<file path="src/rtl/adc_scan_sequencer_supersample_top_defines.svh">
// Assertion macros for the ADC scan sequencer.
// Included by modules that check their own logic; no other dependencies.
`ifndef ADC_SCAN_SEQUENCER_SUPERSAMPLE_TOP_DEFINES_SVH
`define ADC_SCAN_SEQUENCER_SUPERSAMPLE_TOP_DEFINES_SVH
`ifndef SYNTHESIS
`define ADCSS_ASSERT_IMP(lbl, clk, rst_n, ante, cons) \
lbl: assert property (@(posedge clk) disable iff (!rst_n) (ante) |-> (cons)) \
	else $error("assertion failed");
`define ADCSS_ASSERT_NXT(lbl, clk, rst_n, ante, cons) \
lbl: assert property (@(posedge clk) disable iff (!rst_n) (ante) |=> (cons)) \
	else $error("assertion failed");
`else
`define ADCSS_ASSERT_IMP(lbl, clk, rst_n, ante, cons)
`define ADCSS_ASSERT_NXT(lbl, clk, rst_n, ante, cons)
`endif
`endif

</file>
<file path="src/rtl/adcss_pkg.sv">
// Shared types and constants for the ADC scan sequencer.
// No dependencies.
`default_nettype none
package adcss_pkg;

	localparam int SAMPLE_BITS = 10;
	localparam int MAX_SAMPLES = 64;
	localparam int CNT_W = 7;
	localparam int SUM_W = 16;
	localparam int VAL_W = 10;
	localparam int CH_W = 3;
	localparam int CFG_IDX_W = 3;
	localparam int CFG_DATA_W = 7;

	// channel codes
	localparam logic [CH_W-1:0] CH_CURRENT = 3'd0;
	localparam logic [CH_W-1:0] CH_BATTERY = 3'd1;
	localparam logic [CH_W-1:0] CH_POSITION = 3'd2;
	localparam logic [CH_W-1:0] CH_TEMPERATURE = 3'd3;
	localparam logic [CH_W-1:0] CH_BACKEMF = 3'd7;

	// configuration register indexes
	localparam logic [CFG_IDX_W-1:0] CFG_SAMPLE_COUNT = 3'd0;
	localparam logic [CFG_IDX_W-1:0] CFG_SUM_SHIFT = 3'd1;
	localparam logic [CFG_IDX_W-1:0] CFG_EXTRA_BITS = 3'd2;
	localparam logic [CFG_IDX_W-1:0] CFG_TEMP_EN = 3'd3;
	localparam logic [CFG_IDX_W-1:0] CFG_BATT_EN = 3'd4;
	localparam logic [CFG_IDX_W-1:0] CFG_BEMF_EN = 3'd5;

	typedef enum logic [2:0] {
		KIND_NONE = 3'd0,
		KIND_POSITION = 3'd1,
		KIND_CURRENT = 3'd2,
		KIND_TEMPERATURE = 3'd3,
		KIND_BATTERY = 3'd4,
		KIND_BACKEMF = 3'd5
	} kind_t;

	typedef struct packed {
		logic start;
		logic [CH_W-1:0] next;
		kind_t kind;
		logic [VAL_W-1:0] val;
		logic [SUM_W-1:0] fine;
	} result_t;

	function automatic logic [VAL_W-1:0] sat10(input logic [SUM_W:0] v);
		logic [VAL_W-1:0] r;
		r = (v > (SUM_W+1)'(10'h3FF)) ? 10'h3FF : v[VAL_W-1:0];
		return r;
	endfunction

endpackage
`default_nettype wire

</file>
<file path="src/rtl/adc_scan_sequencer_supersample_top.sv">
// ADC scan sequencer: one input item per clock unless the result side stalls,
// one result item per input item, passed through the input register, then the
// result register. Between them lie the saturating accumulate, rounding shift and
// coarse shift; the input register can still take one item while a result waits.
// Uses adcss_pkg and adc_scan_sequencer_supersample_top_defines.svh.
`default_nettype none
`include "adc_scan_sequencer_supersample_top_defines.svh"
module adc_scan_sequencer_supersample_top (
	input wire logic clk,
	input wire logic arst_n,
	input wire logic cfg_wr_en,
	input wire logic [adcss_pkg::CFG_IDX_W-1:0] cfg_index,
	input wire logic [adcss_pkg::CFG_DATA_W-1:0] cfg_wdata,
	input wire logic in_valid,
	output logic in_ready,
	input wire logic mode,
	input wire logic [adcss_pkg::CH_W-1:0] start_channel,
	input wire logic [adcss_pkg::VAL_W-1:0] sample,
	output logic out_valid,
	input wire logic out_ready,
	output logic start_conversion,
	output logic [adcss_pkg::CH_W-1:0] conv_channel,
	output logic [2:0] update_kind,
	output logic [adcss_pkg::VAL_W-1:0] value,
	output logic [adcss_pkg::SUM_W-1:0] fine_value
);

	localparam int CW = adcss_pkg::CNT_W;
	localparam int SW = adcss_pkg::SUM_W;
	localparam int HW = adcss_pkg::CH_W;

	// configuration
	logic [CW-1:0] sample_count_q;
	logic [2:0] sum_shift_q;
	logic [2:0] extra_bits_q;
	logic temp_en_q, batt_en_q, bemf_en_q;

	// state
	logic [HW-1:0] active_q;
	logic [CW-1:0] left_q;
	logic [SW-1:0] sum_q;

	// input stage
	logic valid_s1;
	logic mode_s1;
	logic [HW-1:0] chan_s1;
	logic [adcss_pkg::VAL_W-1:0] smp_s1;

	// result register
	logic out_valid_q;
	adcss_pkg::result_t res_q;
	adcss_pkg::result_t res_d;

	logic out_free, adv;
	logic [CW-1:0] left_d;
	logic [SW-1:0] sum_d;
	logic [SW-1:0] sum_acc;
	logic [CW-1:0] left_dec;
	logic [SW:0] sum_wide, rnd, fine_w, coarse_w;
	logic [adcss_pkg::VAL_W-1:0] smp_m;
	logic [CW-1:0] load_cnt;

	assign out_free = !out_valid_q || out_ready;
	assign adv = valid_s1 && out_free;
	assign in_ready = !valid_s1 || out_free;

	always_ff @(posedge clk or negedge arst_n) begin
		if (!arst_n) begin
			sample_count_q <= CW'(16);
			sum_shift_q <= 3'd2;
			extra_bits_q <= 3'd2;
			temp_en_q <= 1'b1;
			batt_en_q <= 1'b1;
			bemf_en_q <= 1'b0;
		end else if (cfg_wr_en) begin
			unique case (cfg_index)
				adcss_pkg::CFG_SAMPLE_COUNT: sample_count_q <= cfg_wdata[CW-1:0];
				adcss_pkg::CFG_SUM_SHIFT: sum_shift_q <= cfg_wdata[2:0];
				adcss_pkg::CFG_EXTRA_BITS: extra_bits_q <= cfg_wdata[2:0];
				adcss_pkg::CFG_TEMP_EN: temp_en_q <= cfg_wdata[0];
				adcss_pkg::CFG_BATT_EN: batt_en_q <= cfg_wdata[0];
				adcss_pkg::CFG_BEMF_EN: bemf_en_q <= cfg_wdata[0];
				default: ;
			endcase
		end
	end

	always_ff @(posedge clk or negedge arst_n) begin
		if (!arst_n) begin
			valid_s1 <= 1'b0;
		end else if (in_ready) begin
			valid_s1 <= in_valid;
		end
	end

	always_ff @(posedge clk) begin
		if (in_ready && in_valid) begin
			mode_s1 <= mode;
			chan_s1 <= start_channel;
			smp_s1 <= sample;
		end
	end

	// sample masked to the converter width
	always_comb begin
		smp_m = smp_s1 & adcss_pkg::VAL_W'((1 << adcss_pkg::SAMPLE_BITS) - 1);
	end

	assign load_cnt = (sample_count_q > CW'(adcss_pkg::MAX_SAMPLES)) ?
		CW'(adcss_pkg::MAX_SAMPLES) : sample_count_q;

	// position accumulate, rounded shift, coarse shift
	assign sum_wide = {1'b0, sum_q} + (SW+1)'(smp_m);
	assign sum_acc = sum_wide[SW] ? {SW{1'b1}} : sum_wide[SW-1:0];
	assign left_dec = (left_q != '0) ? left_q - CW'(1) : '0;
	assign rnd = ((SW+1)'(1) << sum_shift_q) >> 1;
	assign fine_w = ({1'b0, sum_acc} + rnd) >> sum_shift_q;
	assign coarse_w = ({1'b0, (fine_w[SW] ? {SW{1'b1}} : fine_w[SW-1:0])}) >> extra_bits_q;

	always_comb begin
		res_d = '0;
		res_d.kind = adcss_pkg::KIND_NONE;
		left_d = left_q;
		sum_d = sum_q;
		if (!mode_s1) begin
			if (chan_s1 == adcss_pkg::CH_POSITION) begin
				left_d = load_cnt;
				sum_d = '0;
			end
			res_d.start = 1'b1;
			res_d.next = chan_s1;
		end else begin
			unique case (active_q)
				adcss_pkg::CH_POSITION: begin
					sum_d = sum_acc;
					left_d = left_dec;
					res_d.start = 1'b1;
					if (left_dec != '0) begin
						res_d.next = adcss_pkg::CH_POSITION;
					end else begin
						res_d.next = adcss_pkg::CH_CURRENT;
						res_d.kind = adcss_pkg::KIND_POSITION;
						res_d.fine = fine_w[SW] ? {SW{1'b1}} : fine_w[SW-1:0];
						res_d.val = adcss_pkg::sat10(coarse_w);
					end
				end
				adcss_pkg::CH_CURRENT: begin
					res_d.kind = adcss_pkg::KIND_CURRENT;
					res_d.val = adcss_pkg::sat10((SW+1)'(smp_m));
					if (temp_en_q) begin
						res_d.start = 1'b1;
						res_d.next = adcss_pkg::CH_TEMPERATURE;
					end else if (batt_en_q) begin
						res_d.start = 1'b1;
						res_d.next = adcss_pkg::CH_BATTERY;
					end
				end
				adcss_pkg::CH_TEMPERATURE: begin
					if (temp_en_q) begin
						res_d.kind = adcss_pkg::KIND_TEMPERATURE;
						res_d.val = adcss_pkg::sat10((SW+1)'(smp_m));
						if (batt_en_q) begin
							res_d.start = 1'b1;
							res_d.next = adcss_pkg::CH_BATTERY;
						end
					end
				end
				adcss_pkg::CH_BATTERY: begin
					if (batt_en_q) begin
						res_d.kind = adcss_pkg::KIND_BATTERY;
						res_d.val = adcss_pkg::sat10((SW+1)'(smp_m));
					end
				end
				adcss_pkg::CH_BACKEMF: begin
					if (bemf_en_q) begin
						res_d.kind = adcss_pkg::KIND_BACKEMF;
						res_d.val = adcss_pkg::sat10((SW+1)'(smp_m));
					end
				end
				default: ;
			endcase
		end
	end

	always_ff @(posedge clk or negedge arst_n) begin
		if (!arst_n) begin
			active_q <= adcss_pkg::CH_POSITION;
			left_q <= '0;
			sum_q <= '0;
			out_valid_q <= 1'b0;
		end else begin
			if (out_free) begin
				out_valid_q <= valid_s1;
			end
			if (adv) begin
				left_q <= left_d;
				sum_q <= sum_d;
				if (res_d.start) begin
					active_q <= res_d.next;
				end
			end
		end
	end

	always_ff @(posedge clk) begin
		if (adv) begin
			res_q <= res_d;
		end
	end

	assign out_valid = out_valid_q;
	assign start_conversion = res_q.start;
	assign conv_channel = res_q.next;
	assign update_kind = res_q.kind;
	assign value = res_q.val;
	assign fine_value = res_q.fine;

	`ADCSS_ASSERT_IMP(a_left_range, clk, arst_n, 1'b1, left_q <= CW'(adcss_pkg::MAX_SAMPLES))
	`ADCSS_ASSERT_IMP(a_pos_chains_current, clk, arst_n,
		adv && res_d.kind == adcss_pkg::KIND_POSITION,
		res_d.start && res_d.next == adcss_pkg::CH_CURRENT)
	`ADCSS_ASSERT_NXT(a_start_sets_active, clk, arst_n, adv && !mode_s1,
		active_q == $past(chan_s1))
	`ADCSS_ASSERT_NXT(a_s1_holds, clk, arst_n, valid_s1 && !out_free,
		valid_s1 && $stable(chan_s1) && $stable(smp_s1))
	`ADCSS_ASSERT_IMP(a_idle_result_clean, clk, arst_n, out_valid_q && !res_q.start,
		res_q.next == '0)

endmodule
`default_nettype wire
</file>
<file path="config.mk">
export PLATFORM = sky130hd
export DESIGN_NAME = adc_scan_sequencer_supersample_top
export DESIGN_NICKNAME = d
export VERILOG_FILES = /design/src/rtl/adcss_pkg.sv /design/src/rtl/adc_scan_sequencer_supersample_top.sv
export VERILOG_INCLUDE_DIRS = /design/src /design/src/rtl
export SDC_FILE = /design/constraint.sdc
export NUM_CORES = 1
export LEC_CHECK = 0
export BUFFER_PORTS_ARGS = -buffer_cell sky130_fd_sc_hd__buf_2
export CAP_MARGIN = 20
export CORE_MARGIN = 8
export CORE_UTILIZATION = 55
export CTS_BUF_LIST = sky130_fd_sc_hd__clkbuf_8
export DETAILED_ROUTE_END_ITERATION = 7
export GPL_TIMING_DRIVEN = 0
export PLACE_DENSITY = 0.76
export SYNTH_ARGS = -nofsm -noshare
export SYNTH_HDL_FRONTEND = slang
export SYNTH_SLANG_ARGS = --single-unit
export TNS_END_PERCENT = 30
</file>
<file path="constraint.sdc">
create_clock -name clk -period 13.6 [get_ports clk]
set_clock_uncertainty 0.15 [all_clocks]
set_input_delay 1.36 -clock clk [delete_from_list [all_inputs] [get_ports clk]]
set_output_delay 1.36 -clock clk [all_outputs]
set_load 0.03 [all_outputs]
</file>
# After elaboration in Yosys (flattened, before gate mapping)
# Cells that the tools add are included.
[totals]
ff_bits = 91
inputBits = 29
out_inout_bits = 35
word_cells = 81
[op_classes]
n_addsub = 3
magnitude_cmp = 2
eq_ne = 11
shifts = 3
mux = 21
n_bitwise = 2
n_reduce_logical = 20
[ops]
columns = ["operator", "n"]
rows = [
  ["$mux W16", 5],
  ["$pmux W13 S5", 1],
  ["$mux W7", 5],
  ["$mux W27", 1],
  ["$mux W13", 2],
  ["$add A16 B10 Y17", 1],
  ["$add A16 B16 Y17", 1],
  ["$gt A17 B10 Y1 const B", 1],
  ["$mux W17", 1],
  ["$shl A1 B3 Y17 const A", 1],
  ["$shr A16 B3 Y17", 1],
  ["$shr A17 B3 Y17", 1],
  ["$eq A3 B2 Y1 const B", 5],
  ["$reduce_and A2 Y1", 7],
  ["$reduce_bool A7 Y1", 2],
  ["$mux W4", 3],
  ["$pmux W4 S3", 1],
  ["$mux W10", 1],
  ["$eq A3 B3 Y1 const B", 3],
  ["$gt A7 B7 Y1 const B", 1],
  ["$sub A7 B1 Y7 const B", 1],
  ["$eq A3 B1 Y1 const B", 2],
  ["$logic_not A3 Y1", 2],
  ["$reduce_and A3 Y1", 1],
  ["other kinds (8)", 12],
]

# Longest topological paths before layout
[depth]
ltp_word = 10
depth_mapped = 24
mapped_depth_nobuf = 23

# Least setup slack after synthesis
# No wires, ideal clock.
[synth_timing]
path_kind = "flip-flop to flip-flop"
start = "reg smp_s1, in the netlist smp_m[5]"
end = "reg res_q, in the netlist value[5], data pin"
setup_ns = 0.273
t_arrival_ns = 4.900
required_time_ns = 13.177
setup_slack_ns = 8.277
path_stages_with_launch = 25
n_path_buf = 2
period_less_slack_ns = 5.323
path_cell_list = "edfxtp_1 -> ha_1 -> buf_4 -> o211ai_2 -> o21ai_1 -> a21oi_1 -> nor2_1 -> buf_2 -> nor2_1 -> inv_1 -> ha_1 -> inv_1 -> fa_1 -> nor2b_1 -> o31a_1 -> o21bai_1 -> nand2_1 -> o2111ai_1 -> o211a_1 -> or4_1 -> a221o_1 -> o311ai_2 -> nand3_2 -> o211ai_2 -> o211ai_1"
[synth_between]
elab_chain_cells = 10
elab_cells_between_ends = 13
classes_between = "add/sub: 2; order compare: 1; shift: 2; mux: 8"
[synth_lines]
columns = ["element", "line_no", "source"]
rows = [
  ["start: declaration", "adc_scan_sequencer_supersample_top.sv:47", "logic [adcss_pkg::VAL_W-1:0] smp_s1;"],
  ["start signal: assignment", "adc_scan_sequencer_supersample_top.sv:100", "smp_s1 <= sample;"],
  ["$add A16 B10 Y17", "adc_scan_sequencer_supersample_top.sv:113", "assign sum_wide = {1'b0, sum_q} + (SW+1)'(smp_m);"],
  ["$mux W16", "adc_scan_sequencer_supersample_top.sv:114", "assign sum_acc = sum_wide[SW] ? {SW{1'b1}} : sum_wide[SW-1:0];"],
  ["$add A16 B16 Y17", "adc_scan_sequencer_supersample_top.sv:117", "assign fine_w = ({1'b0, sum_acc} + rnd) >> sum_shift_q;"],
  ["$shr A17 B3 Y17", "adc_scan_sequencer_supersample_top.sv:117", ""],
  ["$mux W16", "adc_scan_sequencer_supersample_top.sv:118", "assign coarse_w = ({1'b0, (fine_w[SW] ? {SW{1'b1}} : fine_w[SW-1:0])}) >> extra_bits_q;"],
  ["$shr A16 B3 Y17", "adc_scan_sequencer_supersample_top.sv:118", ""],
  ["$gt A17 B10 Y1", "adcss_pkg.sv:49", "r = (v > (SUM_W+1)'(10'h3FF)) ? 10'h3FF : v[VAL_W-1:0];"],
  ["$mux W10", "adcss_pkg.sv:49", ""],
  ["$mux W27", "adc_scan_sequencer_supersample_top.sv:138", "if (left_dec != '0) begin"],
  ["$pmux W13 S5 *", "adc_scan_sequencer_supersample_top.sv:133", "unique case (active_q)"],
  ["end signal: assignment", "adc_scan_sequencer_supersample_top.sv:207", "res_q <= res_d;"],
  ["end: declaration", "adc_scan_sequencer_supersample_top.sv:51", "adcss_pkg::result_t res_q;"],
]
# Mark *: on every way between the ends. The rest lies on a longest branch, timed or not.
# A chain may end at the register's enable or synchronous reset.

# Worst setup path after layout
[layout_timing]
start = "reg smp_s1, in the netlist smp_m[5]"
end = "reg res_q, in the netlist value[7], data pin"
[layout_between]
elab_chain_cells = 10
[layout_lines]
columns = ["element", "line_no"]
rows = [
  ["$add A16 B10 Y17 *", "adc_scan_sequencer_supersample_top.sv:113"],
  ["$mux W16 *", "adc_scan_sequencer_supersample_top.sv:114"],
  ["$add A16 B16 Y17 *", "adc_scan_sequencer_supersample_top.sv:117"],
  ["$shr A17 B3 Y17 *", "adc_scan_sequencer_supersample_top.sv:117"],
  ["$mux W16 *", "adc_scan_sequencer_supersample_top.sv:118"],
  ["$shr A16 B3 Y17 *", "adc_scan_sequencer_supersample_top.sv:118"],
  ["$gt A17 B10 Y1", "adcss_pkg.sv:49"],
  ["$mux W10 *", "adcss_pkg.sv:49"],
  ["$mux W27 *", "adc_scan_sequencer_supersample_top.sv:138"],
  ["$pmux W13 S5 *", "adc_scan_sequencer_supersample_top.sv:133"],
]
# Marks and branches as above.

==> out/metrics.cfg <==
[routing]
ant_nets = 0
drc = 0
dr.pass1.iters = 5
drt_iter0_markers = 800
wirelength_um = 22300
vias_per_cell = 6.63
wl_per_cell_um = 21.0
vias = 7040

[synth]
async_flop_share_pct = 48.4
synth_flop_cell = edfxtp_1
synth.top_cell.area_share_pct = 19.9
synth_area_leaders = edfxtp_1 20%, dfrtp_1 13%, nand2_1 4.5%, o21ai_0 4.0%, nor2_1 3.5%
yosysWarningCount = 0
synth_seq_cells = 91
synth_area_per_cell_um2 = 8.76
yosys.area.top_type = edfxtp_1
syn_area_mm2 = 0.00709
ys_seq_area_share_pct = 35.5
synth_cell_type_count = 98
syn_nets = 858
syn_inst = 809
synth_edf_count = 47

[placement]
io_buffers = 63
place_area_mm2 = 0.00763
hpwlAfterDp_um = 17500
place.gp.congestion = 0.978

[cts]
post_cts_buffers = 0
cts_resized = 0
htree_levels = 3
cts_buffer_depth = 2
path_clk_slew_ns = 0.10
clk_latency_ns = 0.37
cts_buffers = 9
cts_root_buffer = clkbuf_8
cts_tree = done
cts.sinks = 91
hold_buffers = 0

[critical_path]
reg2reg_from = smp_m[5]
cp.arrival_ns = 6.73
critPathKind = reg -> reg
cp.required_ns = 13.55
path_max_fanout = 10
cp-startpoint = smp_m[5]
crit_path_start_kind = flip-flop
worstSetupEndpointType = flip-flop

[timing]
fin_crit_ns = 6.78
hold_viol = 0
max_freq_ghz = 0.147
slew_headroom_pct = 30.2
finalCritPeriodShare_pct = 49.9
slew_violations = 0
tightest_slew_ns = 1.04
setup_viol = 0
grt_setup_unrepaired = false
tns_ns = 0

[outcome]
status = complete, no violations

[floorplan]
fp-row-count = 41
fp.dieArea_mm2 = 0.0168
core_mm2 = 0.0126
die_y_um = 130
fp.dieW_um = 130
start_util_pct = 56.2
pin_count = 64

[global_route]
gr-total-overflow = 0
grt_usage_pct = 26.6
grt_antenna_before_repair = 0
first_global_vias = 6564
grt_max_degree = 45
grt_pass1_wl_um = 34700

[pwr]
powerDensity_mw_per_mm2 = 196
ir_drop_uv = 101
power_leakage_nw = 3.12

[run]
max_cap_viol_count = 0

[cells_and_area]
drive_above_1_share_pct = 16.7
syn_to_final_growth_pct = 10.8
layout.nets = 934
final_cell_area_mm2 = 0.00785
antenna_cells = 0

[hold_path]
holdCritStartpoint = sum_q[0]
hold_path.class = reg -> reg

==> cells in the final DEF (no fill, tap or decap), drive strengths merged, types with 8 or more instances in the layout <==
master and n:
nor2 67, nand4 12, o21ai 67, buf 76
and2 13, and3 13, mux2 17, inv 31
o21a 12, o31ai 8, a21o 13, clkbuf 43
o22ai 8, a211oi 17, dfrtp 38, ha 18
nand2 85, nand2b 8, a31oi 15, nor3 27
xnor2 13, nand3 26, edfxtp 47, nor4 13
o211ai 19, a21oi 47
==> worst max-delay path, cell delays in order (launching register included) <==
cell and delay [ns]:
edfxtp_1 0.50, ha_1 0.33, buf_4 0.17, o211ai_2 0.15, o21ai_1 0.28, a21oi_1 0.16
nor2_1 0.35, buf_2 0.32, nor2_1 0.08, inv_1 0.11, ha_1 0.19, inv_1 0.06
fa_1 0.40, nor2b_1 0.16, o31a_1 0.19, o21bai_1 0.09, nand2_1 0.16, o2111ai_1 0.24
o211a_1 0.30, or4_1 0.49, a221o_1 0.43, a21oi_2 0.40, a221oi_1 0.17, nor4_1 0.49
o211ai_1 0.14
==> through the flow <==
stage	total power, W	util, %	std cells	setup slack, ns	hold slack (ns)
after floorplan	0.00108	-	809	8.28	0.299
after global placement	0.00130	60.4	1044	7.04	0.309
after detailed placement	0.00133	60.5	1045	6.98	0.338
after CTS	0.00152	62.1	1061	6.92	0.360
after global routing	0.00163	62.2	1062	6.49	0.385
final	0.00154	62.2	1062	6.82	0.353
==> kinds of logic (layout without fill, tap and decap cells) <==
group	count (synthesis)	after routing	synth area share, %
XOR/XNOR	15	15	1.85
adder cells (fa/ha/maj)	20	20	3.74
AND/OR/NAND/NOR	297	297	21.6
AO/OA/AOI/OAI	284	284	28.4
buffers and inverters	75	156	4.16
flip-flops	91	91	35.5
multiplexers	27	27	4.69
==> state kept, by name, summed over array words and instances (netlist names) <==
register and count:
fine_value 16, sum_q 16, smp_m 10, value 10, left_q 7, sample_count_q 7
active_q 3, chan_s1 3, conv_channel 3, extra_bits_q 3, sum_shift_q 3, update_kind 3
batt_en_q 1, bemf_en_q 1, mode_s1 1, out_valid 1, start_conversion 1, temp_en_q 1
valid_s1 1
==> cell usage after synthesis (14+ instances only) <==
library cell  instances
nor2_1               67
dfrtp_1              38
a31oi_1              15
clkbuf_1             34
inv_1                27
mux2_2               16
o21ai_0              57
nand2_1              85
o211ai_1             16
nand3_1              25
a211oi_1             14
a21oi_1              46
ha_1                 18
edfxtp_1             47
nor3_1               24
==> worst paths after layout <==
kind | endpoint | slack, ns | depth (start not counted)
setup / recovery | value[7] | 6.82 | 24
hold / removal | sum_q[0] | 0.35 | 2
setup reg to reg | value[7] | 6.82 | 24
hold reg to reg | sum_q[0] | 0.35 | 2
max in group asynchronous | extra_bits_q[1] | 12.17 | 2
min in group asynchronous | sum_q[7] | 0.63 | 1
==> layer usage <==
layer	share of wire, %	global-route usage, %	up-vias
met2	47	41.8	353
met1	42	35.7	3394
met5	0	0	-
li1	-	-	3241
met4	3.8	13.3	0
met3	7.2	2.88	52
==> where the power goes <==
part           internal (W)  switching (W)  total [W]
Sequential         0.000350      0.0000404   0.000390
Clock             0.0000867       0.000103   0.000190
Combinational      0.000340       0.000620   0.000960
Total              0.000776       0.000763    0.00154
==> cell type report <==
cell class                      instances  area [um2]
Inverter                               29         109
Sequential cell                        91        2520
Tap cell                              172         215
Buffer                                 46         186
Multi-Input combinational cell        643        4280
Timing Repair Buffer                   65         347
Clock buffer                            9         124
Fill cell                            1140        4770
Clock inverter                          7        76.3
Power figures use the tool's default switching activity.
